<file path="src/rtl/core/dahdsr_queue.sv">
module dahdsr_queue #(
   parameter int WIDTH = 8
) (
   input  logic             clock,
   input  logic             reset,
   input  logic             in_valid,
   output logic             in_ready,
   input  logic [WIDTH-1:0] in_data,
   output logic             out_valid,
   input  logic             out_ready,
   output logic [WIDTH-1:0] out_data
);

   logic [WIDTH-1:0] slot_ff [0:1];
   logic             wr_ptr_ff;
   logic             rd_ptr_ff;
   logic [1:0]       count_ff;
   logic             push;
   logic             pop;

   assign in_ready  = count_ff != 2'd2;
   assign out_valid = count_ff != 2'd0;
   assign out_data  = slot_ff[rd_ptr_ff];
   assign push      = in_valid && in_ready;
   assign pop       = out_valid && out_ready;

   // pointers and fill count
   always_ff @(posedge clock) begin
      if (reset) begin
         wr_ptr_ff <= 1'b0;
         rd_ptr_ff <= 1'b0;
         count_ff  <= 2'd0;
      end else begin
         if (push) wr_ptr_ff <= !wr_ptr_ff;
         if (pop)  rd_ptr_ff <= !rd_ptr_ff;
         unique case ({push, pop})
            2'b10:   count_ff <= count_ff + 2'd1;
            2'b01:   count_ff <= count_ff - 2'd1;
            default: count_ff <= count_ff;
         endcase
      end
   end

   // storage
   always_ff @(posedge clock) begin
      if (push) begin
         slot_ff[wr_ptr_ff] <= in_data;
      end
   end

endmodule

</file>
<file path="config.mk">
export PLATFORM = sky130hd
export DESIGN_NAME = dahdsr_queue
export DESIGN_NICKNAME = d
export VERILOG_FILES = /design/src/rtl/core/dahdsr_queue.sv
export SDC_FILE = /design/constraint.sdc
export NUM_CORES = 1
export LEC_CHECK = 0
export ABC_AREA = 1
export ABC_CLOCK_PERIOD_IN_PS = 3600
export BUFFER_PORTS_ARGS = -buffer_cell sky130_fd_sc_hd__buf_4
export CAP_MARGIN = 5
export CORE_MARGIN = 3
export CORE_UTILIZATION = 53
export DETAILED_ROUTE_END_ITERATION = 8
export MAX_ROUTING_LAYER = met4
export PLACE_DENSITY = 0.8
export SLEW_MARGIN = 30
export SYNTH_ARGS = -nofsm -noshare
export SYNTH_HDL_FRONTEND = slang
export SYNTH_SLANG_ARGS = --single-unit
</file>
<file path="constraint.sdc">
create_clock -name clock -period 3.6 [get_ports clock]
set_clock_uncertainty 0.1 [all_clocks]
set_input_delay 0.72 -clock clock [delete_from_list [all_inputs] [get_ports clock]]
set_output_delay 0.72 -clock clock [all_outputs]
set_load 0.05 [all_outputs]
</file>
==> out/qor.txt <==
run status: finished, final reports clean
final instance area: 1060 sq um
Max Cap Viol: 0
setup repair bufs after CTS: 0
Layout area overhead: 23.2%
commonest non-fill, non-tap cells in the layout: buf_4 (21), edfxtp_1 (16), nor2_1 (9)
Seq cells post-synth: 21
clock slew at reported path FFs: 0.12 ns
met2 usage: 0.275
hold crit path type: reg2reg
GR Util All Layers: 0.161
pins over their slew limit: 0
1st-iter DRT viols: 5
most frequent standard cell in the layout excluding fill and tap cells: buf_4
H-tree depth: 1
Post-Layout Cell Count: 102
worst path cell trace: mux2_2 -> buf_4
LEAKAGE: 0.435 nW
Die Wd: 46.2 um
Slew @ Worst Pin: 0.690 ns
Power Density: 666 nW/um^2
total CTS buffers: 3
TritonCTS clock tree: done
Max Root-Sink Buffers: 2
endpoints failing hold: 0
Routed WL: 1450 um
Remaining Overflow, GRT: 0
Die Y: 46.2 um
GRT Max-Usage Layer: met2
met3 Usage GRT: 0.0391
core footprint: 1400 sq um
number of global-route vias before repair: 552
Clk Latency, worst-skew pair: 0.30 ns
layout cells sized above 1: 0.460
drt drc: 0
Initial Utilization: 0.613
synthesized cell area: 857 sq um
syn_area_per_cell: 13.6 sq um
row count: 13
CP startpoint kind: flop
period utilization: 0.631
Worst path slowest cell: dfxtp_1
final core occ: 0.755
DPL Wire Length: 1130 um
Final ANT Viol Nets: 0
Setup CP Type: reg2out
Required @ worst endpoint: 2.78 ns
post-synth cell types: 18
Slew headroom: 0.538
Final Setup Violations: 0
Placer Congestion: 0.688
first-pass GRT wire length: 2270 um
placed cell count: 98
routed len/inst: 14.2 um
peak supply drop: 0.409 mV
placed cell areas: 1030 sq um
register area share after synthesis: 0.677
CP Data Arrival Time: 1.45 ns
n_diodes: 0
pin count of the biggest net entering global routing: 13
clock sink count: 21
CTS resizes: 0
clock root buffer: clkbuf_4
setup TNS: 0 ns
RSZ-0062 raised after global routing: false
num ports: 22
Post-Syn Nets: 76
M1 GR Usage: 0.183
Tmin final: 2.27 ns
total power: 0.704 mW
vias per inst: 5.06
TritonRoute pass-1 iters: 2
I/O Buffers: 21
YS warnings: 0
final net count: 101
routed via count: 516
Syn Inst Count: 63
max incr delay on CP: 0.57 ns
initial antenna violation count: 0
critical path capture point type: output port
maximum fanout along the worst path: 8
cts hold-fix bufs: 0
full die area: 2140 sq um
FMAX: 440 MHz
==> worst max-delay path: cells and delay by family (launching register included) <==
kind                   cells  cell delay (ns)
muxes                      1             0.39
DFF                        1             0.57
buffers and inverters      1             0.19
==> power breakdown <==
part           leakage [nW]  total, mW  internal [mW]  switching [mW]
clock network        0.0177      0.111         0.0414          0.0696
logic                 0.226      0.271         0.0903           0.181
registers             0.191      0.322          0.297          0.0247
==> area by class of cell <==
class	instances	area (sq um)
Inverter	8	35.0
Fill cell	93	343
Timing Repair Buffer	21	158
Multi-Input combinational cell	33	236
Sequential cell	21	581
Clock inverter	1	5.00
Clock buffer	3	22.5
Tap cell	15	18.8
==> Yosys cell counts (all sizes together) <==
cell type | instances | share of area
mux2 | 8 | 0.11
nand4 | 1 | 0.0073
nor2 | 10 | 0.047
inv | 7 | 0.031
clkinv | 1 | 0.010
ha | 1 | 0.015
a21oi | 2 | 0.012
edfxtp | 16 | 0.56
buf | 1 | 0.0058
dfxtp | 5 | 0.12
o21ai | 3 | 0.026
nand2 | 8 | 0.064
==> state kept, by name, summed over array words and instances, names as in the netlist, named ones only <==
signal	flops
count_ff	2
rd_ptr_ff	1
slot_ff	16
wr_ptr_ff	1
==> cell families (layout without fill, tap and decap cells) <==
group                      count (synthesis)  after routing  share of synthesized area
DFF                                       21             21                      0.677
and+or+nand+nor                           19             19                      0.118
buffers and inverters                      9             33                     0.0467
muxes                                      8              8                      0.105
AOI/OAI and AO/OA                          5              5                     0.0380
adders and majority gates                  1              1                     0.0146
==> per-layer routing <==
metal | wire length, um | part of all wire
met5 | 0 | 0
met2 | 759 | 0.52
met4 | 25 | 0.017
met1 | 600 | 0.41
met3 | 60 | 0.041
==> stage by stage <==
| step | hold slack [ns] | setup WS (ns) |
|---|---|---|
| finish | 0.422 | 1.33 |
| global route | 0.450 | 1.29 |
| CTS | 0.427 | 1.32 |
| detailed placement | 0.400 | 1.65 |
| global placement | 0.384 | 1.69 |
| floorplan | 0.366 | 1.79 |
==> final timing paths <==
path | from | end | slack, ns | depth (start not counted)
hold / removal | rd_ptr_ff | flop | 0.42 | 2
hold reg to reg | rd_ptr_ff | flop | 0.42 | 2
setup / recovery | flop | out_data[2] | 1.33 | 2
setup reg to reg | count_ff[0] | slot_ff[0][7] | 1.92 | 4
Power figures use the tool's default switching activity.
