`src/rtl/core/dahdsr_if.sv`:
```


// result channel
interface dahdsr_rsp_if #(
   parameter int LEVEL_BITS = 16
);
   logic                  valid;
   logic                  ready;
   logic [LEVEL_BITS-1:0] level;
   logic                  note_ended;

   modport source (output valid, output level, output note_ended, input ready);
   modport sink   (input valid, input level, input note_ended, output ready);
endinterface

```
`src/rtl/core/dahdsr_back.sv`:
```
module dahdsr_back #(
   parameter int LEVEL_BITS = 16,
   parameter int TIME_BITS  = 24,
   localparam int QW = 2 * LEVEL_BITS + 2 * TIME_BITS + 2
) (
   input  logic          clock,
   input  logic          reset,
   input  logic          in_valid,
   output logic          in_ready,
   input  logic [QW-1:0] in_data,
   dahdsr_rsp_if.source  rsp_chan
);

   localparam int RW = LEVEL_BITS + TIME_BITS;

   logic                  advance;
   logic [LEVEL_BITS-1:0] in_from;
   logic [LEVEL_BITS-1:0] in_diff;
   logic                  in_down;
   logic [TIME_BITS-1:0]  in_pos;
   logic [TIME_BITS-1:0]  in_len;
   logic                  in_ended;

   logic                  valid_ff [0:LEVEL_BITS];
   logic [LEVEL_BITS-1:0] from_ff  [0:LEVEL_BITS];
   logic                  down_ff  [0:LEVEL_BITS];
   logic                  ended_ff [0:LEVEL_BITS];
   logic [TIME_BITS-1:0]  len_ff   [0:LEVEL_BITS];
   logic [RW-1:0]         rem_ff   [0:LEVEL_BITS];
   logic [LEVEL_BITS-1:0] quot_ff  [0:LEVEL_BITS];

   logic                  out_valid_ff;
   logic [LEVEL_BITS-1:0] out_level_ff;
   logic                  out_ended_ff;
   logic [LEVEL_BITS-1:0] level_in;

   // whole pipeline moves together when the result register is free
   assign advance  = !out_valid_ff || rsp_chan.ready;
   assign in_ready = advance;

   assign {in_from, in_diff, in_down, in_pos, in_len, in_ended} = in_data;

   // multiply stage: span times position
   always_ff @(posedge clock) begin
      if (reset) begin
         valid_ff[0] <= 1'b0;
      end else if (advance) begin
         valid_ff[0] <= in_valid;
      end
   end

   always_ff @(posedge clock) begin
      if (advance) begin
         from_ff[0]  <= in_from;
         down_ff[0]  <= in_down;
         ended_ff[0] <= in_ended;
         len_ff[0]   <= in_len;
         rem_ff[0]   <= RW'(in_diff) * RW'(in_pos);
         quot_ff[0]  <= '0;
      end
   end

   // restoring divider, one quotient bit per stage, msb first
   for (genvar k = 0; k < LEVEL_BITS; k++) begin : g_div
      localparam int Bit = LEVEL_BITS - 1 - k;
      logic [RW-1:0]         shifted_len;
      logic                  fits;
      logic [RW-1:0]         rem_in;
      logic [LEVEL_BITS-1:0] quot_in;

      always_comb begin
         shifted_len = RW'(len_ff[k]) << Bit;
         fits        = rem_ff[k] >= shifted_len;
         rem_in      = fits ? (rem_ff[k] - shifted_len) : rem_ff[k];
         quot_in     = quot_ff[k];
         quot_in[Bit] = fits;
      end

      always_ff @(posedge clock) begin
         if (reset) begin
            valid_ff[k+1] <= 1'b0;
         end else if (advance) begin
            valid_ff[k+1] <= valid_ff[k];
         end
      end

      always_ff @(posedge clock) begin
         if (advance) begin
            from_ff[k+1]  <= from_ff[k];
            down_ff[k+1]  <= down_ff[k];
            ended_ff[k+1] <= ended_ff[k];
            len_ff[k+1]   <= len_ff[k];
            rem_ff[k+1]   <= rem_in;
            quot_ff[k+1]  <= quot_in;
         end
      end
   end

   // apply the ramp offset in its direction
   assign level_in = down_ff[LEVEL_BITS]
                   ? (from_ff[LEVEL_BITS] - quot_ff[LEVEL_BITS])
                   : (from_ff[LEVEL_BITS] + quot_ff[LEVEL_BITS]);

   // result register
   always_ff @(posedge clock) begin
      if (reset) begin
         out_valid_ff <= 1'b0;
      end else if (advance) begin
         out_valid_ff <= valid_ff[LEVEL_BITS];
      end
   end

   always_ff @(posedge clock) begin
      if (advance) begin
         out_level_ff <= level_in;
         out_ended_ff <= ended_ff[LEVEL_BITS];
      end
   end

   assign rsp_chan.valid      = out_valid_ff;
   assign rsp_chan.level      = out_level_ff;
   assign rsp_chan.note_ended = out_ended_ff;

endmodule

```
`src/flat_wrapper.sv`:
```
// flat-port wrapper written by rule: the top's interface ports become plain ports
module dahdsr_back_flat 
#(
   parameter int LEVEL_BITS = 16,
   parameter int TIME_BITS  = 24,
   localparam int QW = 2 * LEVEL_BITS + 2 * TIME_BITS + 2
)
  (clock, reset, in_valid, in_ready, in_data, rsp_chan_valid, rsp_chan_level, rsp_chan_note_ended, rsp_chan_ready);
  dahdsr_rsp_if #(.LEVEL_BITS(LEVEL_BITS)) rsp_chan_i ();
  input  logic clock;
  input  logic reset;
  input  logic in_valid;
  output logic in_ready;
  input  logic [QW-1:0] in_data;
  output wire logic [$bits(rsp_chan_i.valid)-1:0] rsp_chan_valid;
  output wire logic [$bits(rsp_chan_i.level)-1:0] rsp_chan_level;
  output wire logic [$bits(rsp_chan_i.note_ended)-1:0] rsp_chan_note_ended;
  input wire logic [$bits(rsp_chan_i.ready)-1:0] rsp_chan_ready;
  assign rsp_chan_valid = rsp_chan_i.valid;
  assign rsp_chan_level = rsp_chan_i.level;
  assign rsp_chan_note_ended = rsp_chan_i.note_ended;
  assign rsp_chan_i.ready = rsp_chan_ready;
  dahdsr_back #(.LEVEL_BITS(LEVEL_BITS), .TIME_BITS(TIME_BITS)) u_core (.clock(clock), .reset(reset), .in_valid(in_valid), .in_ready(in_ready), .in_data(in_data), .rsp_chan(rsp_chan_i));
endmodule
```
`config.mk`:
```
export PLATFORM = sky130hd
export DESIGN_NAME = dahdsr_back_flat
export DESIGN_NICKNAME = d
export VERILOG_FILES = /design/src/rtl/core/dahdsr_if.sv /design/src/rtl/core/dahdsr_back.sv /design/src/flat_wrapper.sv
export SDC_FILE = /design/constraint.sdc
export NUM_CORES = 2
export LEC_CHECK = 0
export ABC_AREA = 1
export BUFFER_PORTS_ARGS = -buffer_cell sky130_fd_sc_hd__buf_4
export CAP_MARGIN = 20
export CELL_PAD_IN_SITES_DETAIL_PLACEMENT = 1
export CELL_PAD_IN_SITES_GLOBAL_PLACEMENT = 2
export CORE_UTILIZATION = 24
export DETAILED_ROUTE_END_ITERATION = 8
export HOLD_SLACK_MARGIN = 0.15
export PLACE_DENSITY = 0.5
export SLEW_MARGIN = 20
export SYNTH_ARGS = -nofsm -noshare
export SYNTH_HDL_FRONTEND = slang
export SYNTH_SLANG_ARGS = --single-unit
export TNS_END_PERCENT = 100
```
`constraint.sdc`:
```
create_clock -name clock -period 62.2 [get_ports clock]
set_input_delay 3.11 -clock clock [delete_from_list [all_inputs] [get_ports clock]]
set_output_delay 3.11 -clock clock [all_outputs]
set_load 0.005 [all_outputs]
```
==> metrics.yaml <==
power_and_ir_drop:
  powerDensity_nw_per_um2: 59.1
  power.leakage_nw: 50.9
  ir_worst_vdd_mv: 0.0423
  power_mw: 6.52
critical_path:
  rr_worst_depth: 6
  regToRegSetupSlack_ns: 57.46
  end_kind: "flop"
  path_max_fanout: 24
  rr_endpoint: "u_core.rem_ff[0][551]"
  cp_data_arrival_time_ns: 8.66
  rr_startpoint: "u_core.rsp_chan.valid"
  critPathKind: "in2reg"
  startpoint: "in_data[62]"
  cp-start-kind: "input pin"
  endpoint: "u_core.rem_ff[0][29]"
  crit_required_ns: 62.81
global_routing:
  grt_pass1_vias: 81926
  grt_overflow: 0
  track_usage_pct: 18.8
  grt_pass1_wl_um: 564000
  antenna_found_initial: 21
  grt_max_degree: 146
clocking:
  cts_buffers: 193
  clkTransAtPathRegs_ns: 0.06
  clk_latency_ns: 0.92
  cts_max_level: 4
  cts_tree: "done"
  cts_resized: 0
  cts_buffer_depth: 4
  cts_hold_buf: 0
  post_cts_buffers: 0
  clock-sinks: 1501
  cts-root-buf: "clkbuf_16"
sta:
  finalSetupViolations: 0
  skew_ns: 0.0981
  layout_min_cycle_time_ns: 8.05
  fin_crit_sh_pct: 12.9
  maxSlewHeadroom_pct: 24.3
  hold_violations: 0
  tightest_slew_ns: 1.12
  fmax_mhz: 124
  layout_setup_ws_ns: 54.15
  slew_violations: 0
  rsz0062_at_grt: "false"
  fin_tns_setup_ns: 0
final_layout:
  drive_above_1_share_pct: 5.23
  nets: 12377
  multi_input_comb_area_um2: 43000
  areaGrowthSynthToFinish_pct: 13.6
  fillCellCount: 46983
  layout.area.seq_um2: 45100
place:
  port-buffer-count: 104
  hpwl_um: 322000
  dp_slack_ns: 53.25
  globalplace.congestion: 0.826
floorplanning:
  rows: 233
  die_area_um2: 407000
  die_h_um: 638
  core-area_um2: 403000
  die_x_um: 638
  pin_count: 105
  start_util_pct: 24.1
synthesis:
  ys_ff_latch: 1501
  synthesis.nets: 12201
  syn_area_um2: 97100
  syn_avg_cell_area_um2: 8.60
  synth_cell_types: 51
  ys_warn_count: 0
  ys_seq_area_share_pct: 46.4
  postSynthCellCount: 11281
routing:
  vias: 74815
  wire_per_inst_um: 22.7
  viasPerCell: 4.39
  firstDrtPassIters: 5
  ant_nets: 0
  initialDrtViolationCount: 3513
  drc_errors: 0
  postRouteWirelength_um: 386000
worst_hold_path:
  worstHoldPathType: "reg2reg"
job:
  cap_violations: 0
status:
  outcome: "finished clean"
[cells in the mapped netlist (all sizes together)]
cell / count / area share, %
a211oi: 1 / 0.0077
a21boi: 4 / 0.031
a21o: 9 / 0.070
a21oi: 543 / 2.9
a31oi: 1 / 0.0065
and2: 8 / 0.053
and3: 8 / 0.052
and3b: 1 / 0.0090
buf: 81 / 0.79
clkbuf: 82 / 0.32
dfxtp: 1 / 0.021
edfxtp: 1500 / 46
fa: 322 / 6.6
ha: 512 / 6.6
inv: 2122 / 8.2
nand2: 3570 / 14
nand2b: 1 / 0.0065
nand3: 516 / 2.8
nand3b: 45 / 0.35
nand4: 207 / 1.3
nor2: 816 / 3.2
nor3: 140 / 0.74
nor3b: 2 / 0.015
nor4: 31 / 0.20
o2111ai: 1 / 0.0090
o211ai: 8 / 0.062
o21a: 9 / 0.070
o21ai: 410 / 2.3
o21bai: 26 / 0.20
o311ai: 1 / 0.0090
o31ai: 1 / 0.0077
or2: 17 / 0.11
xnor2: 114 / 1.0
xor2: 171 / 1.5
[registers in the layout (all words and copies together) (netlist names)]
register                    count
u_core.down_ff                 17
u_core.ended_ff                17
u_core.from_ff                272
u_core.len_ff                 384
u_core.quot_ff                136
u_core.rem_ff                 640
u_core.rsp_chan.level          16
u_core.rsp_chan.note_ended      1
u_core.rsp_chan.valid           1
u_core.valid_ff                17
[cell usage in the layout, fill, tap and decap left out, types with 7 or more instances in the layout]
cell / instances
nor2_1: 798
a21o_1: 9
o21ai_0: 303
nor2_2: 17
buf_4: 140
xnor2_1: 114
nand3_1: 494
clkinv_2: 29
bufinv_16: 23
nand2_1: 3543
nand2_2: 23
or2_2: 16
o21ai_2: 54
nor3_1: 136
nand3b_1: 45
nand3_2: 18
and2_1: 7
ha_1: 512
o211ai_1: 8
edfxtp_1: 1500
clkbuf_1: 22
xor2_1: 171
o21bai_1: 26
nand4_1: 207
nor4_1: 30
o21a_1: 9
o21ai_1: 53
inv_1: 2108
inv_6: 12
diode_2: 8
clkinvlp_4: 13
a21oi_1: 526
and3_1: 8
fa_1: 322
clkinv_4: 11
clkbuf_16: 194
a21oi_2: 17
clkinv_1: 42
inv_2: 11
[worst max-delay path, cell delays in order]
cell	delay, ns
buf_4	0.32
nand2_1	0.16
fa_1	0.57
inv_1	0.05
fa_1	0.47
fa_1	0.52
fa_1	0.53
fa_1	0.60
inv_1	0.08
fa_1	0.54
inv_1	0.04
ha_1	0.37
nand2_1	0.17
nor2_1	0.26
nand2_1	0.12
nor2_1	0.12
nand2_1	0.06
nand3_1	0.25
nand2_1	0.12
nand3_1	0.09
nand2_1	0.06
[metrics by stage]
stage / cell area, um2 / utilization (%) / hold slack [ns] / instances
floorplan: 97100 / - / 0.400 / 11281
global placement: 104000 / 25.8 / 0.400 / 16666
detailed placement: 104000 / 25.8 / 0.405 / 16667
CTS: 110000 / 27.4 / 0.338 / 17020
global route: 110000 / 27.4 / 0.357 / 17027
finish: 110000 / 27.4 / 0.340 / 17028
[worst min-delay path by stage]
stage          slack [ns]                      to  cells after the start                   start
6_report             0.34   u_core.from_ff[1][63]                      0   u_core.from_ff[1][47]
5_1_grt              0.36   u_core.from_ff[1][63]                      0   u_core.from_ff[1][47]
4_1_cts              0.34   u_core.from_ff[1][63]                      0   u_core.from_ff[1][47]
3_5_place_dp         0.41     u_core.ended_ff[16]                      0     u_core.ended_ff[15]
3_3_place_gp         0.40  u_core.quot_ff[0][184]                      0  u_core.quot_ff[0][168]
2_1_floorplan        0.40   u_core.down_ff[0][10]                      0    u_core.down_ff[0][9]
[metal layers]
metal	vias up	wire, um	part of all wire, %	track usage (%)
met4	0	9850	2.6	4.69
met3	358	7210	1.9	1.46
li1	36629	-	-	-
met2	732	206000	53	36.2
met1	37096	163000	42	22.2
met5	-	0	0	0
[final cells by class]
class,count,area share [%]
inverters,2122,7.23
repair buffers,144,1.02
clock inverters,137,1.32
diodes,8,0.0182
flip-flops and latches,1501,40.9
clock buffers,216,4.48
well taps,5405,6.13
multi-input cells,7495,39.0
[report_power, final]
part           internal [mW]  switching, mW
sequential              1.56          0.241
combinational           1.11           2.46
clock                  0.670          0.479
total                   3.34           3.18
[cells by family after synthesis]
| group | synth area share [%] |
|---|---|
| simple gates | 22.8 |
| buf+inv | 9.32 |
| flops | 46.4 |
| compound gates | 5.66 |
| fa+ha+maj | 13.2 |
| xor+xnor | 2.57 |
No activity file was read; power rests on OpenSTA's default activity.
