--- config.mk ---
export PLATFORM = sky130hd
export DESIGN_NAME = dahdsr_front_flat
export DESIGN_NICKNAME = d
export VERILOG_FILES = /design/src/rtl/core/dahdsr_pkg.sv /design/src/rtl/core/dahdsr_if.sv /design/src/rtl/core/dahdsr_front.sv /design/src/flat_wrapper.sv
export SDC_FILE = /design/constraint.sdc
export NUM_CORES = 1
export LEC_CHECK = 0
export ABC_AREA = 0
export BUFFER_PORTS_ARGS = -buffer_cell sky130_fd_sc_hd__buf_4
export CORE_MARGIN = 5
export CORE_UTILIZATION = 47
export CTS_CLUSTER_DIAMETER = 40
export CTS_CLUSTER_SIZE = 40
export DETAILED_ROUTE_END_ITERATION = 10
export PLACE_DENSITY_LB_ADDON = 0.25
export SYNTH_ARGS = -nofsm -noshare
export SYNTH_HDL_FRONTEND = slang
export SYNTH_SLANG_ARGS = --single-unit
--- constraint.sdc ---
create_clock -name clock -period 12.4 [get_ports clock]
set_clock_uncertainty 0.1 [all_clocks]
set_input_delay 0 -clock clock [delete_from_list [all_inputs] [get_ports clock]]
set_output_delay 0 -clock clock [all_outputs]
set_load 0.01 [all_outputs]
--- src/rtl/core/dahdsr_pkg.sv ---
package dahdsr_pkg;

   // note phase codes carried on the request channel
   typedef enum logic [1:0] {
      PHASE_OTHER   = 2'd0,
      PHASE_ACTIVE  = 2'd1,
      PHASE_RELEASE = 2'd2,
      PHASE_ENDED   = 2'd3
   } phase_type;

   // configuration register indexes
   localparam int unsigned CsrIndexBits = 3;
   typedef logic [CsrIndexBits-1:0] csr_index_type;

   localparam csr_index_type REG_START_LEVEL   = 3'd0;
   localparam csr_index_type REG_DELAY_LEN     = 3'd1;
   localparam csr_index_type REG_ATTACK_LEN    = 3'd2;
   localparam csr_index_type REG_PEAK_LEVEL    = 3'd3;
   localparam csr_index_type REG_HOLD_LEN      = 3'd4;
   localparam csr_index_type REG_DECAY_LEN     = 3'd5;
   localparam csr_index_type REG_SUSTAIN_LEVEL = 3'd6;
   localparam csr_index_type REG_RELEASE_LEN   = 3'd7;

endpackage

--- src/rtl/core/dahdsr_if.sv ---
// request channel
interface dahdsr_req_if #(
   parameter int COUNT_BITS = 32
);
   logic                  valid;
   logic                  ready;
   logic [1:0]            note_phase;
   logic [COUNT_BITS-1:0] elapsed_samples;
   logic [COUNT_BITS-1:0] release_sample;

   modport source (output valid, output note_phase, output elapsed_samples,
                   output release_sample, input ready);
   modport sink   (input valid, input note_phase, input elapsed_samples,
                   input release_sample, output ready);
endinterface


--- src/rtl/core/dahdsr_front.sv ---
module dahdsr_front
   import dahdsr_pkg::*;
#(
   parameter int LEVEL_BITS = 16,
   parameter int TIME_BITS  = 24,
   parameter int COUNT_BITS = 32,
   parameter int END_LEVEL  = 0,
   localparam int BW = TIME_BITS + 2,
   localparam int QW = 2 * LEVEL_BITS + 2 * TIME_BITS + 2
) (
   input  logic                  clock,
   input  logic                  reset,
   dahdsr_req_if.sink            req_chan,
   input  logic [LEVEL_BITS-1:0] start_level,
   input  logic [LEVEL_BITS-1:0] peak_level,
   input  logic [LEVEL_BITS-1:0] sustain_level,
   input  logic [TIME_BITS-1:0]  attack_len,
   input  logic [TIME_BITS-1:0]  decay_len,
   input  logic [TIME_BITS-1:0]  release_len,
   input  logic [BW-1:0]         end_delay,
   input  logic [BW-1:0]         end_attack,
   input  logic [BW-1:0]         end_hold,
   input  logic [BW-1:0]         end_decay,
   output logic                  out_valid,
   input  logic                  out_ready,
   output logic [QW-1:0]         out_data
);

   localparam int CW = (COUNT_BITS > BW) ? COUNT_BITS : BW;
   localparam logic [LEVEL_BITS-1:0] EndLevel = LEVEL_BITS'(END_LEVEL);
   localparam logic [TIME_BITS-1:0]  LenOne   = TIME_BITS'(1);

   logic                  valid_ff;
   logic [QW-1:0]         data_ff;
   logic [QW-1:0]         data_in;
   logic                  take;

   logic [CW-1:0]         t_ext;
   logic [COUNT_BITS-1:0] dt;
   logic [LEVEL_BITS-1:0] from_lvl;
   logic [LEVEL_BITS-1:0] to_lvl;
   logic [LEVEL_BITS-1:0] diff;
   logic                  down;
   logic [TIME_BITS-1:0]  pos;
   logic [TIME_BITS-1:0]  len;
   logic                  ended;

   assign take           = !valid_ff || out_ready;
   assign req_chan.ready = take;
   assign out_valid      = valid_ff;
   assign out_data       = data_ff;

   assign t_ext = CW'(req_chan.elapsed_samples);
   assign dt    = req_chan.elapsed_samples - req_chan.release_sample;

   // classify the item into a segment: endpoints, position and length
   always_comb begin
      from_lvl = '0;
      to_lvl   = '0;
      pos      = '0;
      len      = LenOne;
      ended    = 1'b0;
      unique case (phase_type'(req_chan.note_phase))
         PHASE_ACTIVE: begin
            priority if (t_ext <= CW'(end_delay)) begin
               from_lvl = start_level;
               to_lvl   = start_level;
            end else if (t_ext <= CW'(end_attack)) begin
               from_lvl = start_level;
               to_lvl   = peak_level;
               pos      = TIME_BITS'(t_ext - CW'(end_delay));
               len      = attack_len;
            end else if (t_ext <= CW'(end_hold)) begin
               from_lvl = peak_level;
               to_lvl   = peak_level;
            end else if (t_ext <= CW'(end_decay)) begin
               from_lvl = peak_level;
               to_lvl   = sustain_level;
               pos      = TIME_BITS'(t_ext - CW'(end_hold));
               len      = decay_len;
            end else begin
               from_lvl = sustain_level;
               to_lvl   = sustain_level;
            end
         end
         PHASE_RELEASE: begin
            if ({{TIME_BITS{1'b0}}, dt} <= {{COUNT_BITS{1'b0}}, release_len}) begin
               from_lvl = sustain_level;
               to_lvl   = EndLevel;
               if (release_len != '0) begin
                  pos = TIME_BITS'(dt);
                  len = release_len;
               end
            end else begin
               from_lvl = EndLevel;
               to_lvl   = EndLevel;
               ended    = 1'b1;
            end
         end
         PHASE_OTHER, PHASE_ENDED: begin
            from_lvl = '0;
            to_lvl   = '0;
         end
         default: begin
            from_lvl = '0;
            to_lvl   = '0;
         end
      endcase
   end

   // ramp direction and span
   always_comb begin
      down = to_lvl < from_lvl;
      diff = down ? (from_lvl - to_lvl) : (to_lvl - from_lvl);
   end

   assign data_in = {from_lvl, diff, down, pos, len, ended};

   // front output register
   always_ff @(posedge clock) begin
      if (reset) begin
         valid_ff <= 1'b0;
      end else if (take) begin
         valid_ff <= req_chan.valid;
      end
   end

   always_ff @(posedge clock) begin
      if (take && req_chan.valid) begin
         data_ff <= data_in;
      end
   end

endmodule

--- src/flat_wrapper.sv ---
// flat-port wrapper written by rule: the top's interface ports become plain ports
module dahdsr_front_flat import dahdsr_pkg::*;
#(
   parameter int LEVEL_BITS = 16,
   parameter int TIME_BITS  = 24,
   parameter int COUNT_BITS = 32,
   parameter int END_LEVEL  = 0,
   localparam int BW = TIME_BITS + 2,
   localparam int QW = 2 * LEVEL_BITS + 2 * TIME_BITS + 2
)
  (clock, reset, start_level, peak_level, sustain_level, attack_len, decay_len, release_len, end_delay, end_attack, end_hold, end_decay, out_valid, out_ready, out_data, req_chan_valid, req_chan_note_phase, req_chan_elapsed_samples, req_chan_release_sample, req_chan_ready);
  dahdsr_req_if #(.COUNT_BITS(COUNT_BITS)) req_chan_i ();
  input  logic clock;
  input  logic reset;
  input  logic [LEVEL_BITS-1:0] start_level;
  input  logic [LEVEL_BITS-1:0] peak_level;
  input  logic [LEVEL_BITS-1:0] sustain_level;
  input  logic [TIME_BITS-1:0] attack_len;
  input  logic [TIME_BITS-1:0] decay_len;
  input  logic [TIME_BITS-1:0] release_len;
  input  logic [BW-1:0] end_delay;
  input  logic [BW-1:0] end_attack;
  input  logic [BW-1:0] end_hold;
  input  logic [BW-1:0] end_decay;
  output logic out_valid;
  input  logic out_ready;
  output logic [QW-1:0] out_data;
  input wire logic [$bits(req_chan_i.valid)-1:0] req_chan_valid;
  input wire logic [$bits(req_chan_i.note_phase)-1:0] req_chan_note_phase;
  input wire logic [$bits(req_chan_i.elapsed_samples)-1:0] req_chan_elapsed_samples;
  input wire logic [$bits(req_chan_i.release_sample)-1:0] req_chan_release_sample;
  output wire logic [$bits(req_chan_i.ready)-1:0] req_chan_ready;
  assign req_chan_i.valid = req_chan_valid;
  assign req_chan_i.note_phase = req_chan_note_phase;
  assign req_chan_i.elapsed_samples = req_chan_elapsed_samples;
  assign req_chan_i.release_sample = req_chan_release_sample;
  assign req_chan_ready = req_chan_i.ready;
  dahdsr_front #(.LEVEL_BITS(LEVEL_BITS), .TIME_BITS(TIME_BITS), .COUNT_BITS(COUNT_BITS), .END_LEVEL(END_LEVEL)) u_core (.clock(clock), .reset(reset), .req_chan(req_chan_i), .start_level(start_level), .peak_level(peak_level), .sustain_level(sustain_level), .attack_len(attack_len), .decay_len(decay_len), .release_len(release_len), .end_delay(end_delay), .end_attack(end_attack), .end_hold(end_hold), .end_decay(end_decay), .out_valid(out_valid), .out_ready(out_ready), .out_data(out_data));
endmodule
==> results_dict.tcl, run 1 <==
set metrics [dict create \
    yosysTopAreaCell "edfxtp_1" \
    routedWlPerCell_um 19.5 \
    regToRegStartpoint "u_core.out_valid" \
    grt_pass1_wl_um 71400 \
    seq_area_frac_synth_pct 19.8 \
    synth.most_common_cell "inv_1" \
    crit_arrival_ns 7.93 \
    avgSynthCellArea_um2 7.73 \
    die_w_um 173 \
    tns_ns 0 \
    synth_ff_type "edfxtp_1" \
    cts.clk_slew.worst_paths_ns 0.07 \
    worst-setup-path-type "in -> reg" \
    p_sw_mw 0.484 \
    clock.fmax_mhz 126 \
    grt_setup_unrepaired "no" \
    clock_path_buffers 2 \
    worst_pin_slew_ns 1.11 \
    grt_pass1_vias 13500 \
    switching_share_pct 38.0 \
    maxCapViolCount 0 \
    outcome "finished, final reports clean" \
    cts_tree "yes" \
    ys_async_sr_fraction_pct 0 \
    cts.sinks 83 \
    antenna_found_initial 0 \
    detailed_place_hpwl_um 37600 \
    grt_overflow 0 \
    setup_viol 0 \
    cp_slowest_cell "o311a_1" \
    cts_setup_buffers 0 \
    internal_power_mw 0.791 \
    critical_path.max_fanout 24 \
    yosys.area.top_type_share_pct 19.6 \
    synthCells 1622 \
    antenna_left 0 \
    yosysUniqueCellTypes 86 \
    vias_per_cell 5.79 \
    fin_crit_ns 7.95 \
    root_buffer "clkbuf_16" \
    wirelength_um 45800 \
    gp_congestion 0.945 \
    io_pins 378 \
    p_seq_share_pct 27.4 \
    ys_top_cells_by_count "inv_1 (225), ha_1 (192), nor2_1 (172)" \
    die_h_um 173 \
    initial_utilization_pct 47.9 \
    io_buffers 377 \
    irDropWorstVdd_uv 67.3 \
    grt.total_usage_pct 29.0 \
    startpoint "req_chan_elapsed_samples[0]" \
    insertion_delay_ns 0.34 \
    cts_max_level 3 \
    cts_buffers 9 \
    num_vias 13600 \
    max_slew_margin_pct 25.7 \
    drive_gt1_share_pct 22.0 \
    finalPower_mw 1.28 \
    drtIter0Drc 1052 \
    pwr-share-clk_pct 22.2 \
    synth_area_leaders "edfxtp_1 (20%), ha_1 (19%), inv_1 (6.7%)" \
    crit_required_ns 12.38 \
    cp-start-kind "input port" \
    worst_path_most_repeated_cell "a21oi_1" \
    final_max_slew_viol_count 0 \
    num_rows 59 \
    fin_util_pct 62.5 \
    ys_ff_latch 83 \
    core_mm2 0.0262 \
    grt_max_degree 83 \
    final_hold_viol_count 0 \
    synth.cell_area_mm2 0.0125 \
    slowest_delay_ns 0.88 \
    firstDrtPassIters 5 \
    cp-end-kind "flip-flop" \
    fin_crit_sh_pct 64.1 \
    hold_path_class "in -> reg" \
    nNetsFinal 2495 \
    worstHoldStart "decay_len[14]" \
    synth_edf_count 82 \
    power_frac_comb_pct 50.4 \
    holdWs_ns 0.0119 \
    syn_to_final_growth_pct 30.6 \
    leakage_nw 8.25 \
    postCtsResizedCells 0 \
    ys.warnings.count 0 \
    route.detailed.drc 0 \
    fp.dieArea_mm2 0.0301 \
    p_per_area_mw_per_mm2 77.8 \
    syn_nets 2113 \
]
## power groups by stage
stage / combinational [mW] / sequential [mW] / clock [mW]
after CTS: 0.636 / 0.350 / 0.289
final: 0.643 / 0.349 / 0.283
after global routing: 0.705 / 0.351 / 0.301
after detailed placement: 0.624 / 0.356 / 0
after global placement: 0.615 / 0.355 / 0
after floorplan: 0.380 / 0.365 / 0
## stage by stage
step	cell area [µm²]	setup WS, ns	cells
global route	16400	3.74	2344
CTS	16400	4.54	2344
detailed placement	15700	4.21	2288
floorplan	12500	5.57	1622
global placement	15700	4.50	2288
finish	16400	4.45	2345
## logic make-up after synthesis
| kind of cell | share of synthesized area (%) |
|---|---|
| DFF | 19.8 |
| buffers and inverters | 8.67 |
| muxes | 3.37 |
| and+or+nand+nor | 15.7 |
| xor gates and xnor gates | 5.59 |
| adders and majority gates | 19.9 |
| AOI/OAI and AO/OA | 26.9 |
## cell usage in the layout (no fill, tap or decap), types with 14 or more instances in the layout
cell type | Yosys | routed
buf_4 | 0 | 388
nand2_1 | 99 | 98
inv_1 | 225 | 225
nand4_1 | 29 | 29
a21o_1 | 49 | 49
edfxtp_1 | 82 | 82
ha_1 | 192 | 192
xnor2_1 | 60 | 60
nor2_1 | 172 | 171
nand3_1 | 20 | 20
a21oi_1 | 166 | 166
mux2i_1 | 40 | 40
nand2b_1 | 14 | 14
a211oi_1 | 27 | 27
a31oi_1 | 27 | 27
o21ai_0 | 65 | 65
a22oi_1 | 48 | 48
xor2_1 | 20 | 20
nor3_1 | 18 | 18
nor2b_1 | 16 | 15
o21a_1 | 16 | 16
dlygate4sd3_1 | 0 | 40
o21bai_1 | 15 | 15
## area by class of cell
| cell class | instances | area (µm²) |
|---|---|---|
| Inverter | 228 | 856 |
| Timing Repair Buffer | 428 | 3310 |
| Fill cell | 2322 | 9820 |
| Tap cell | 335 | 419 |
| Clock inverter | 7 | 80.1 |
| Clock buffer | 9 | 225 |
| Multi-Input combinational cell | 1254 | 9000 |
| Sequential cell | 83 | 2480 |
| Antenna cell | 1 | 2.50 |
## registers in the layout (all words and copies together) (netlist names)
register / cells
u_core.out_data: 82
u_core.out_valid: 1
## critical path, delay by kind of cell
family	cells	cell delay, ns
muxes	1	0.43
buffers and inverters	3	0.62
xor gates and xnor gates	1	0.08
adders and majority gates	4	1.04
and+or+nand+nor	10	1.73
AOI/OAI and AO/OA	19	4.01
## worst paths after layout
check,endpoint,slack [ns],depth (start not counted)
setup / recovery,u_core.out_data[57],4.45,38
hold / removal,u_core.out_data[15],0.01,5
setup reg to reg,u_core.out_data[42],10.45,3
hold reg to reg,u_core.out_valid,1.01,3
## per-layer routing
layer | part of all wire, % | up-vias | GRT usage [%]
met5 | 0 | - | 0
met4 | 2.5 | 0 | 8.81
met3 | 7.8 | 61 | 5.26
met2 | 49 | 612 | 50.7
met1 | 41 | 6320 | 36.3
li1 | - | 6592 | -
## what timing repair did
action	4_1_cts	5_1_grt
endpoints found under the hold margin	36	0
endpoints found under the setup margin	0	0
hold buffers	40	0
No activity file was read; power rests on OpenSTA's default activity.
==> run 2, diff against run 1 <==
==> constraint.sdc (replaced) <==
create_clock -name clock -period 8.15 [get_ports clock]
set_clock_uncertainty 0.1 [all_clocks]
set_input_delay 0 -clock clock [delete_from_list [all_inputs] [get_ports clock]]
set_output_delay 0 -clock clock [all_outputs]
set_load 0.01 [all_outputs]
==> run 2 against run 1 <==
Sequential share of layout area shrank 0.093 points. Die area unchanged. Power increased by 52%. Routed wire length up 0.35%. Cell count rose by 0.43%. Critical path depth unchanged. Setup slack got worse by 3.7 ns. Final area rose by 0.62%. Combinational power is 52% higher. Critical endpoint is now u_core.out_data[64]. Largest cell class unchanged.
==> results_dict.tcl, run 2 (synthesized netlist as in run 1, its figures left out) <==
set metrics [dict create \
    detailed_place_hpwl_um 38000 \
    antenna_left 0 \
    io_buffers 377 \
    die_w_um 173 \
    grt.total_usage_pct 28.9 \
    r2r-end "u_core.out_data[48]" \
    critical_path.max_fanout 23 \
    final_hold_viol_count 0 \
    fin_crit_ns 7.45 \
    postCtsResizedCells 0 \
    crit_arrival_ns 7.44 \
    fin_util_pct 62.9 \
    leakage_nw 8.28 \
    cp-end-kind "flip-flop" \
    antenna_found_initial 1 \
    vias_per_cell 5.74 \
    regToRegStartpoint "u_core.out_valid" \
    met1_usage_pct 35.7 \
    outcome "finished, final reports clean" \
    drtIter0Drc 946 \
    clock.fmax_mhz 134 \
    gp_congestion 0.961 \
    grt_pass1_vias 13600 \
    route.detailed.drc 0 \
    wirelength_um 46000 \
    grt_max_degree 83 \
    initial_utilization_pct 47.9 \
    syn_to_final_growth_pct 31.4 \
    gr-max-usage-layer "met2" \
    dp_slack_ns 0.479 \
    cts.clk_slew.worst_paths_ns 0.07 \
    setup_viol 0 \
    die_h_um 173 \
    worst_path_most_repeated_cell "a21oi_1" \
    setup_slack_ns 0.705 \
    firstDrtPassIters 5 \
    crit_required_ns 8.15 \
    grt_pass1_wl_um 70800 \
    core_mm2 0.0262 \
    cts_setup_buffers 0 \
    max_slew_margin_pct 27.2 \
    p_per_area_mw_per_mm2 118 \
    worstHoldStart "decay_len[12]" \
    worst_pin_slew_ns 1.09 \
    nNetsFinal 2506 \
    cts_hold_buf 48 \
    worst-setup-path-type "in -> reg" \
    final_max_slew_viol_count 0 \
    holdWs_ns 0.0160 \
    reg2reg_depth 3 \
    insertion_delay_ns 0.35 \
    clock_path_buffers 2 \
    cts.sinks 83 \
    grt_overflow 0 \
    r2r_slack_ns 6.19 \
    met3_usage_pct 4.62 \
    routedWlPerCell_um 19.5 \
    num_rows 59 \
    maxCapViolCount 0 \
    cts_max_level 3 \
    hold_path_class "in -> reg" \
    final_cell_mix "buf_4 (391), inv_1 (225), ha_1 (192)" \
    slowest_delay_ns 0.54 \
    grt_setup_unrepaired "no" \
    drive_gt1_share_pct 22.0 \
    cts_buffers 9 \
    irDropWorstVdd_uv 87.3 \
    root_buffer "clkbuf_16" \
    cp_slowest_cell "o311a_1" \
    fin_crit_sh_pct 91.4 \
    hold_depth 5 \
    num_vias 13500 \
    cts_tree "yes" \
    cp-start-kind "input port" \
    grtUsageMet2_pct 50.6 \
    diodes 0 \
    fp.dieArea_mm2 0.0301 \
    io_pins 378 \
    tns_ns 0 \
    final_common_cell "buf_4" \
    hold_end "u_core.out_data[13]" \
    largest_register_ffs 82 \
]
[run 2: cell type report]
class                   count  area (µm²)
clock inverters             7        81.3
clock buffers               9         225
well taps                 335         419
inverters                 228         856
flip-flops and latches     83        2480
fillers                  2325        9720
multi-input cells        1254        9000
repair buffers            439        3420
[run 2: worst max path at each step]
stage / startpoint / endpoint / slack (ns) / cells after the start
after floorplan: req_chan_release_sample[5] / u_core.out_data[64] / 1.32 / 37
after global placement: req_chan_elapsed_samples[0] / u_core.out_data[64] / 0.68 / 38
after detailed placement: req_chan_elapsed_samples[0] / u_core.out_data[64] / 0.48 / 38
after CTS: req_chan_elapsed_samples[0] / u_core.out_data[64] / 0.81 / 38
after global routing: req_chan_elapsed_samples[0] / u_core.out_data[64] / 0.19 / 38
final: req_chan_elapsed_samples[0] / u_core.out_data[64] / 0.70 / 38
[run 2: critical path, delay by kind of cell]
kind                       cells  cell delay [ns]
and+or+nand+nor               10             1.62
buffers and inverters          4             0.94
adders and majority gates      4             0.88
muxes                          1             0.35
AOI/OAI and AO/OA             18             3.49
xor gates and xnor gates       1             0.13
[run 2: through the flow]
step	area, µm²	power, mW	std cells
6_report	16500	1.94	2355
5_1_grt	16500	2.06	2355
4_1_cts	16500	1.94	2355
3_5_place_dp	15700	1.49	2291
3_3_place_gp	15700	1.48	2291
2_1_floorplan	12500	1.13	1622
[run 2: power breakdown]
| part | leakage (nW) | internal [mW] | switching (mW) |
|---|---|---|---|
| sequential | 0.817 | 0.517 | 0.0159 |
| clock | 0.153 | 0.243 | 0.189 |
| combinational | 7.31 | 0.445 | 0.533 |
[run 2: layer usage]
metal / routed length (µm) / up-vias / share of wire (%)
li1: - / 6606 / -
met1: 18800 / 6231 / 41
met2: 22300 / 587 / 48
met3: 3290 / 93 / 7.1
met4: 1620 / 0 / 3.5
met5: 0 / - / 0
==> run 3, diff against run 2 <==
--- a/config.mk
+++ b/config.mk
@@ -13,6 +13,7 @@
 export CTS_CLUSTER_SIZE = 40
 export DETAILED_ROUTE_END_ITERATION = 10
 export PLACE_DENSITY_LB_ADDON = 0.25
+export RECOVER_POWER = 100
 export SYNTH_ARGS = -nofsm -noshare
 export SYNTH_HDL_FRONTEND = slang
 export SYNTH_SLANG_ARGS = --single-unit
==> run 3 against run 2 <==
The run now ends with capacitance limit, slew limit left. Final area fell by 2.0%. Global-route usage did not move. Critical path depth fell by 1. Via count increased by 0.45%. Sequential share of layout area rose by 0.31 points. Worst hold slack got worse by 0.0023 ns. Sequential power barely moved. Power is 1.4% lower. Highest routed layer unchanged.
==> results_dict.tcl, run 3 (synthesized netlist as in run 1, its figures left out) <==
set metrics [dict create \
    reg2reg_depth 3 \
    setup_slack_ns 0.705 \
    final_cell_mix "buf_4 (303), inv_1 (225), ha_1 (192)" \
    grt_pass1_wl_um 70800 \
    final_max_slew_viol_count 83 \
    outcome "finished with violations" \
    cp-start-kind "input port" \
    routedWlPerCell_um 19.6 \
    route.detailed.drc 0 \
    fp.dieArea_mm2 0.0301 \
    multi_input_area_mm2 0.00899 \
    syn_to_final_growth_pct 28.7 \
    antenna_found_initial 1 \
    critical_path.max_fanout 23 \
    drive_gt1_share_pct 17.6 \
    cts_buffers 9 \
    root_buffer "clkbuf_16" \
    antenna_left 0 \
    grt_pass1_vias 13600 \
    drtIter0Drc 1035 \
    cts_setup_buffers 0 \
    setup_viol 0 \
    maxCapViolCount 1 \
    worst_pin_slew_ns 4.58 \
    dp_slack_ns 0.479 \
    core_mm2 0.0262 \
    wirelength_um 46100 \
    insertion_delay_ns 0.35 \
    leakage_nw 7.95 \
    clock.fmax_mhz 134 \
    final_hold_viol_count 0 \
    gp_congestion 0.961 \
    irDropWorstVdd_uv 88.7 \
    die_w_um 173 \
    p_per_area_mw_per_mm2 119 \
    largest_register_ffs 82 \
    num_vias 13600 \
    worst-setup-path-type "in -> reg" \
    cts.clk_slew.worst_paths_ns 0.07 \
    final_common_cell "buf_4" \
    nNetsFinal 2506 \
    crit_required_ns 8.15 \
    fin_crit_sh_pct 91.4 \
    cts_max_level 3 \
    hold_depth 5 \
    io_buffers 377 \
    violations "capacitance limit, slew limit" \
    vias_per_cell 5.77 \
    clock_path_buffers 2 \
    cp_slowest_cell "o311a_1" \
    cp-end-kind "flip-flop" \
    firstDrtPassIters 6 \
    tns_ns 0 \
    fillers 2419 \
    crit_buf_inv 5 \
    regToRegStartpoint "u_core.out_valid" \
    worstHoldStart "decay_len[3]" \
    seq_area_mm2 0.00248 \
    num_rows 59 \
    worst_path_most_repeated_cell "a21oi_1" \
    cts_tree "yes" \
    grt.total_usage_pct 28.9 \
    fin_crit_ns 7.45 \
    slowest_delay_ns 0.54 \
    detailed_place_hpwl_um 38000 \
    max_slew_margin_pct -205 \
    cts.sinks 83 \
    crit_arrival_ns 7.44 \
    hold_end "u_core.out_data[4]" \
    grt_setup_unrepaired "no" \
    r2r_slack_ns 3.70 \
    die_h_um 173 \
    hold_path_class "in -> reg" \
    grt_overflow 0 \
    r2r-end "u_core.out_data[48]" \
    cp_top_family "compound AO/OA/AOI/OAI gates" \
    initial_utilization_pct 47.9 \
    io_pins 378 \
    grt_max_degree 83 \
    diodes 0 \
]
==> run 3: worst min-delay path, stage by stage <==
cell	delay (ns)
buf_4	0.08
a22oi_1	0.07
nor2_1	0.09
a21oi_1	0.05
nor2_1	0.07
==> run 3: final cells by class <==
class	instances	area share (%)
inverter	228	5.30
sequential	83	15.4
tap	335	2.60
multi-input combinational	1254	55.7
clock inverter	7	0.504
timing repair buffer	439	19.1
clock buffer	9	1.39
==> run 3: what timing repair did <==
| action | 4_1_cts | 5_1_grt |
|---|---|---|
| resized for setup | 0 | 0 |
| hold buffers | 48 | 0 |
| endpoints found under the hold margin | 36 | 0 |
| endpoints found under the setup margin | 0 | 0 |
==> run 3: where the power goes <==
part	switching, mW	internal (mW)
logic	0.531	0.416
clock network	0.190	0.243
registers	0.0151	0.520
==> run 3: worst max-delay path by stage <==
| stage | from | end | slack (ns) | cells after the start |
|---|---|---|---|---|
| after CTS | req_chan_elapsed_samples[0] | u_core.out_data[64] | 0.81 | 38 |
| final | req_chan_elapsed_samples[0] | u_core.out_data[64] | 0.70 | 37 |
| after global placement | req_chan_elapsed_samples[0] | u_core.out_data[64] | 0.68 | 38 |
| after global routing | req_chan_elapsed_samples[0] | u_core.out_data[64] | 0.17 | 38 |
| after floorplan | req_chan_release_sample[5] | u_core.out_data[64] | 1.32 | 37 |
| after detailed placement | req_chan_elapsed_samples[0] | u_core.out_data[64] | 0.48 | 38 |
==> run 3: metal layers <==
layer	global-route usage [%]	wire, µm
met5	0	0
met4	10.9	1660
met3	4.62	3150
met2	50.6	22200
met1	35.7	19000
==> run 3: through the flow <==
step / power (mW) / hold WS (ns) / cell area [µm²] / cells / util [%]
floorplan: 1.13 / -0.0309 / 12500 / 1622 / -
global placement: 1.48 / 0.0627 / 15700 / 2291 / 59.9
detailed placement: 1.49 / 0.0635 / 15700 / 2291 / 59.9
CTS: 1.94 / 0.00790 / 16500 / 2355 / 62.9
global route: 2.03 / 0.0363 / 16100 / 2355 / 61.6
finish: 1.92 / 0.0136 / 16100 / 2355 / 61.6
